`src/rtl/tmc_pkg.sv`:
```
// Shared types and constants for the text mode console engine.
package tmc_pkg;

  localparam logic [1:0] OP_PUT   = 2'd0;
  localparam logic [1:0] OP_MOVE  = 2'd1;
  localparam logic [1:0] OP_CLEAR = 2'd2;
  localparam logic [1:0] OP_READ  = 2'd3;

  localparam logic [7:0] CH_NEWLINE = 8'd10;
  localparam logic [7:0] CH_RETURN  = 8'd13;
  localparam logic [7:0] CH_SPACE   = 8'h20;
  localparam logic [7:0] ATTR_RESET = 8'h0F;

  typedef struct packed {
    logic [1:0] op;
    logic [7:0] char_code;
    logic [6:0] col;
    logic [4:0] row;
  } cmd_t;

  typedef struct packed {
    logic [6:0]  cursor_col;
    logic [4:0]  cursor_row;
    logic [10:0] cursor_linear;
    logic [7:0]  read_char;
    logic [7:0]  read_attr;
    logic        scrolled;
  } rsp_t;

  typedef enum logic [3:0] {
    ST_INIT,
    ST_IDLE,
    ST_PUT_WRAP,
    ST_PUT_BODY,
    ST_SCROLL_RD,
    ST_SCROLL_WR,
    ST_FILL,
    ST_READ_WAIT,
    ST_READ_DATA,
    ST_RESP
  } eng_state_t;

endpackage

```
`src/rtl/tmc_if.sv`:
```
// Valid/ready channel interfaces for commands and responses.
interface tmc_cmd_if;
  logic          valid;
  logic          ready;
  tmc_pkg::cmd_t payload;
  modport source (output valid, output payload, input ready);
  modport sink (input valid, input payload, output ready);
  modport monitor (input valid, input payload, input ready);
endinterface


```
`src/rtl/tmc_front.sv`:
```
// Command front end: saturates targets and queues commands for the engine.
module tmc_front #(
  parameter int SCREEN_WIDTH  = 80,
  parameter int SCREEN_HEIGHT = 25
) (
  input  logic           clk,
  input  logic           rst,
  tmc_cmd_if.sink        cmd,
  output logic           q_valid,
  input  logic           q_pop,
  output tmc_pkg::cmd_t  q_head
);
  localparam logic [6:0] COL_MAX = 7'(SCREEN_WIDTH - 1);
  localparam logic [4:0] ROW_MAX = 5'(SCREEN_HEIGHT - 1);

  tmc_pkg::cmd_t slot [2];
  logic          wp;
  logic          rp;
  logic [1:0]    count;
  tmc_pkg::cmd_t sat;
  logic          push;

  always_comb begin
    sat = cmd.payload;
    if (cmd.payload.col > COL_MAX) sat.col = COL_MAX;
    if (cmd.payload.row > ROW_MAX) sat.row = ROW_MAX;
  end

  assign cmd.ready = (count != 2'd2);
  assign push      = cmd.valid && cmd.ready;
  assign q_valid   = (count != 2'd0);
  assign q_head    = slot[rp];

  always_ff @(posedge clk) begin
    if (rst) begin
      wp    <= 1'b0;
      rp    <= 1'b0;
      count <= 2'd0;
    end else begin
      if (push) wp <= ~wp;
      if (q_pop) rp <= ~rp;
      count <= count + 2'(push) - 2'(q_pop);
    end
    if (push) slot[wp] <= sat;
  end
endmodule

```
`src/flat_wrapper.sv`:
```
// flat-port wrapper written by rule: the top's interface ports become plain ports
module tmc_front_flat 
#(
  parameter int SCREEN_WIDTH  = 80,
  parameter int SCREEN_HEIGHT = 25
)
  (clk, rst, q_valid, q_pop, q_head, cmd_valid, cmd_payload, cmd_ready);
  tmc_cmd_if cmd_i ();
  input  logic clk;
  input  logic rst;
  output logic q_valid;
  input  logic q_pop;
  output tmc_pkg::cmd_t q_head;
  input wire logic [$bits(cmd_i.valid)-1:0] cmd_valid;
  input wire logic [$bits(cmd_i.payload)-1:0] cmd_payload;
  output wire logic [$bits(cmd_i.ready)-1:0] cmd_ready;
  assign cmd_i.valid = cmd_valid;
  assign cmd_i.payload = cmd_payload;
  assign cmd_ready = cmd_i.ready;
  tmc_front #(.SCREEN_WIDTH(SCREEN_WIDTH), .SCREEN_HEIGHT(SCREEN_HEIGHT)) u_core (.clk(clk), .rst(rst), .cmd(cmd_i), .q_valid(q_valid), .q_pop(q_pop), .q_head(q_head));
endmodule
```
`config.mk`:
```
export PLATFORM = sky130hd
export DESIGN_NAME = tmc_front_flat
export DESIGN_NICKNAME = d
export VERILOG_FILES = /design/src/rtl/tmc_pkg.sv /design/src/rtl/tmc_if.sv /design/src/rtl/tmc_front.sv /design/src/flat_wrapper.sv
export SDC_FILE = /design/constraint.sdc
export NUM_CORES = 1
export LEC_CHECK = 0
export ABC_AREA = 1
export BUFFER_PORTS_ARGS = -buffer_cell sky130_fd_sc_hd__buf_2
export CAP_MARGIN = 5
export CORE_MARGIN = 5
export CORE_UTILIZATION = 40
export CTS_BUF_LIST = sky130_fd_sc_hd__clkbuf_8 sky130_fd_sc_hd__clkbuf_16
export DETAILED_ROUTE_END_ITERATION = 7
export PLACE_DENSITY = 0.63
export SETUP_SLACK_MARGIN = 0.3
export SYNTH_ARGS = -nofsm -noshare
export SYNTH_HDL_FRONTEND = slang
export SYNTH_SLANG_ARGS = --single-unit
export TNS_END_PERCENT = 50
```
`constraint.sdc`:
```
create_clock -name clk -period 3.3 [get_ports clk]
set_clock_uncertainty 0.05 [all_clocks]
set_input_delay 0 -clock clk [delete_from_list [all_inputs] [get_ports clk]]
set_output_delay 0 -clock clk [all_outputs]
set_load 0.02 [all_outputs]
```
======== Yosys cells after proc, flatten, opt, wreduce, memory -nomap -nowiden ========
Memory sizes are Yosys's and may differ from the RTL's. A register that Yosys moved wholly into a read port is not among the register bits.
Cells that the tools add are included.
word-level totals
  word-level logic and storage cells ...... 19
  memories kept ........................... 1
  output and inout bits ................... 24
  register bits after elaboration ......... 4
  bits of input ports ..................... 26
  bits in writable memories ............... 44
memory list
  name         depth  bits a word  read ports  clocked after Yosys merged registers in  write ports  line             text
  u_core.slot  2      22           1           1                                        1            tmc_front.sv:16  tmc_pkg::cmd_t slot [2];
operators by class
  multiplexer cells ....................... 6
  $add $sub $neg .......................... 2
  bitwise operators ....................... 2
  equal/unequal tests ..................... 1
  reductions and logical operators ........ 2
  magnitude comparators ................... 2
operators by type and width
  operator                                     count
  7-bit > comparator (second input constant)   1
  7-bit two-way mux                            1
  5-bit > comparator (second input constant)   1
  5-bit two-way mux                            1
  1-bit two-way mux                            4
  2-bit by 1-bit adder with 2-bit output       1
  2-bit != test (second input constant)        1
  1-bit inverter                               2
  2-bit nonzero test                           1
  2-bit by 1-bit subtractor with 2-bit output  1
  1-bit logical AND                            1

======== Longest topological paths before layout ========
  depth after elaboration ................. 4
  depth in mapped cells ................... 10
  depth with buffers taken out ............ 10

======== Worst setup path before layout ========
OpenSTA, ideal clock, no wires.
  path kind ............................... flip-flop to flip-flop
  start ................................... register u_core.count[0]
  end ..................................... memory u_core.slot[0][0] in the netlist's numbering (enable)
  arrival time ............................ 1.602 ns
  stages on the path, launching flop included .. 5
  setup time .............................. 0.401 ns
  setup slack ............................. 1.247 ns
  cell sequence ........................... dfxtp_1 -> inv_1 -> nand2_1 -> nand2_1 -> nor2_1
on the way
  longest elaborated chain between the ends .. 4
ends and longest elaborated chain
  what                                     line                text
  start: declaration                       tmc_front.sv:19     logic [1:0] count;
  start signal: assignment                 tmc_front.sv:42     count <= count + 2'(push) - 2'(q_pop);
  2-bit != test                            tmc_front.sv:29     assign cmd.ready = (count != 2'd2);
  via cmd_ready                            flat_wrapper.sv:16  output wire logic [$bits(cmd_i.ready)-1:0] cmd_ready;
  1-bit logical AND                        tmc_front.sv:30     assign push = cmd.valid && cmd.ready;
  1-bit two-way mux                        tmc_front.sv:44     if (push) slot[wp] <= sat;
  1-bit two-way mux (implied by the code)  tmc_front.sv:44
  end: declaration                         tmc_front.sv:16
The timed path passes the listed nets, and every way through them passes these cells.

==> summary.md <==
| Metric | Value |
|---|---|
| Status | complete, no violations |
| Max-slew headroom | 26.2% |
| FF-to-FF Start | u_core.count[0] |
| Slowest cell on crit path | dfxtp_1 |
| RSZ-0062 raised after global routing | no |
| Hold-fix buffers, CTS | 21 |
| Total track usage | 12.0% |
| R2r worst-path depth | 4 |
| Number of library cell types mapped by synthesis | 14 |
| Register Area | between 1000 and 1500 um2 |
| Via/cell ratio | between 4 and 5 |
| Placed inst area | between 2000 and 2500 um2 |
| Worst Path Required | 3.25 ns |
| Clock tree buffer depth | 2 |
| Worst Path Max Fanout | 22 |
| Via Count | 1197 |
| Critical register-to-register path endpoint | u_core.slot[0][16] |
| Hold endpoint | u_core.slot[0][10] |
| Tot Pwr | around 1.4 mW |
| Flops & latches, synth | a little under 50 |
| TritonCTS buffer count | 5 |
| Die area | 6310 um2 |
| Die Wd | approximately 79 um |
| N_diodes | 0 |
| Leakage | between 1 and 1.5 nW |
| Final net count | ~230 |
| Core area | around 4700 um2 |
| TritonCTS Sinks | 49 |
| Final HPWL DP | 2400 um |
| Crit path cell chain | mux2_2, buf_2 |
| Hold path start | cmd_payload[10] |
| Filler Cell Count | 407 |
| Htree depth | 2 |
| Final setup viols | 0 |
| R2R Setup Slk | between 1 and 1.5 ns |
| Drt first pass iters | 4 |
| Routed len/inst | about 14 um |
| Mapped Cells | 127 |
| First-pass GRT wire length | a little under 6000 um |
| Arr. time, crit path | around 1.9 ns |
| Post-Layout Cell Count | about 250 |
| Starting Density | between 40% and 50% |
| Least-Margin Pin Slew | approximately 1.1 ns |
| CP Launch Type | flip-flop |
| Mean Syn Cell Area | 15.2 um2 |
| Area delta synth->final | 29.7% |
| Final Cell Area | 2500 um2 |
| Pin count of the biggest net entering global routing | 23 |
| Hold path cells | 3 |
| Worst path max stage delay | around 0.97 ns |
| Register area share after synthesis | approximately 74% |
| GP Congestion | 0.708 |
| CP endpoint kind | primary output |
| GR Overflow Total | 0 |
| Final period util | 58.2% |
| Root buf cell | clkbuf_8 |
| CTS tree | done |
| Vias in the first global route | around 1300 |
| Syn. warnings | 0 |
| Drt drc | 0 |
| Clock transition at path regs | approximately 0.080 ns |
| Critical path type | reg -> out |
| Synthesized area | 1930 um2 |
| IO buf count | between 40 and 50 |
| Final Max Slew Viols | 0 |
| Layout cells sized above 1 | 39.0% |
| Placed cell count | 225 |
| Antenna-violating nets left | 0 |
| Max Clk Rate | 0.521 GHz |
| Hold Fails Final Rpt | 0 |
| Row Count | 25 |
| Worst min path class | in -> reg |
| Peak VDD IR | roughly 0.34 mV |
| DRT Wirelength | between 3000 and 4000 um |
| Min Tclk post-route | around 1.9 ns |
| PostCTS Resize Cnt | 0 |
| Area occupied by multi-input gates | ~410 um2 |
| Clk_lat worst skew | a little under 0.3 ns |
| P per Cell Area | between 500 and 600 nW/um2 |
| Initial antenna violation count | 0 |
| TNS Setup | 0 ns |
| Final core utilization | 53.3% |
| Synthesized Nets | 155 |
| Max-cap violations | 0 |
| IO Pins | 50 |
| Die Height | just under 80 um |
| Post-CTS setup buffers | 0 |
| DRT iter0 DRCs | 58 |
==> Yosys cell counts <==
master,number,area [um2]
edfxtp_1,44,1320
mux2_2,22,248
inv_1,18,67.6
nand2_1,14,52.6
nor2_1,10,37.5
dfxtp_1,5,100
clkbuf_1,3,11.3
a21oi_1,2,10.0
buf_6,2,22.5
ha_1,2,25.0
nand3_1,2,10.0
a21boi_0,1,7.51
o21ai_0,1,5.00
xnor2_1,1,8.76
==> where the power goes <==
part | leakage, nW | internal [mW] | switching (mW)
Sequential | 0.450 | 0.750 | 0.0239
Combinational | 0.541 | 0.114 | 0.166
Clock | 0.0430 | 0.143 | 0.181
==> per-stage QoR <==
step / hold slack [ns] / setup slack, ns
final: 0.00969 / 1.38
after global routing: 0.0167 / 1.25
after CTS: 0.00471 / 1.31
after detailed placement: 0.147 / 1.39
after global placement: 0.147 / 1.52
after floorplan: 0.0212 / 1.25
==> routing by layer <==
| layer | share of wire (%) | track usage (%) | wire (um) | up-vias |
|---|---|---|---|---|
| met5 | 0 | 0 | 0 | - |
| li1 | - | - | - | 576 |
| met3 | 7.9 | 4.40 | 277 | 6 |
| met1 | 39 | 13.0 | 1360 | 577 |
| met2 | 52 | 21.4 | 1830 | 38 |
| met4 | 1.5 | 4.12 | 53 | 0 |
==> final cells by class <==
class	count	share of cell area [%]
clock inverters	3	0.501
clock buffers	5	2.75
repair buffers	70	18.2
well taps	54	2.70
multi-input cells	55	16.3
flip-flops and latches	49	56.9
inverters	18	2.70
==> worst max-delay path, delay by kind of cell (launching register included) <==
family / cells / cell delay, ns
buf+inv: 1 / 0.16
flops: 1 / 0.97
mux: 1 / 0.44
==> cells in the final DEF (no fill, tap or decap) <==
| cell type | n |
|---|---|
| a21oi_1 | 2 |
| dlygate4sd3_1 | 21 |
| xnor2_1 | 1 |
| nor2_2 | 1 |
| edfxtp_1 | 44 |
| nor2_1 | 9 |
| dfxtp_1 | 5 |
| mux2_2 | 22 |
| nand2_1 | 14 |
| a21boi_0 | 1 |
| clkbuf_8 | 5 |
| clkinv_1 | 2 |
| buf_2 | 49 |
| ha_1 | 2 |
| clkinv_2 | 1 |
| nand3_1 | 2 |
| inv_1 | 18 |
| o21ai_0 | 1 |
==> state kept, by name, indices dropped and copies added, names as in the netlist, named ones only <==
signal and count:
u_core.slot 44, u_core.count 2, u_core.rp 1, u_core.wp 1
==> worst max-delay path by stage <==
stage | startpoint | endpoint | slack, ns | cells past startpoint
6_report | flip-flop | q_head[0] | 1.38 | 2
5_1_grt | flip-flop | q_head[0] | 1.25 | 2
4_1_cts | flip-flop | q_head[0] | 1.31 | 2
3_5_place_dp | u_core.count[0] | u_core.slot[0][5] | 1.39 | 4
3_3_place_gp | u_core.count[0] | u_core.slot[0][17] | 1.52 | 4
2_1_floorplan | u_core.count[0] | u_core.slot[0][0] | 1.25 | 4
==> cell families (layout without fill, tap and decap cells) <==
logic type | count (synthesis) | after routing | synth area share, %
DFF | 49 | 49 | 73.8
and+or+nand+nor | 26 | 26 | 5.20
buffers and inverters | 23 | 96 | 5.26
muxes | 22 | 22 | 12.9
AOI/OAI and AO/OA | 4 | 4 | 1.17
adders and majority gates | 2 | 2 | 1.30
xor gates and xnor gates | 1 | 1 | 0.455
Power figures use the tool's default switching activity.
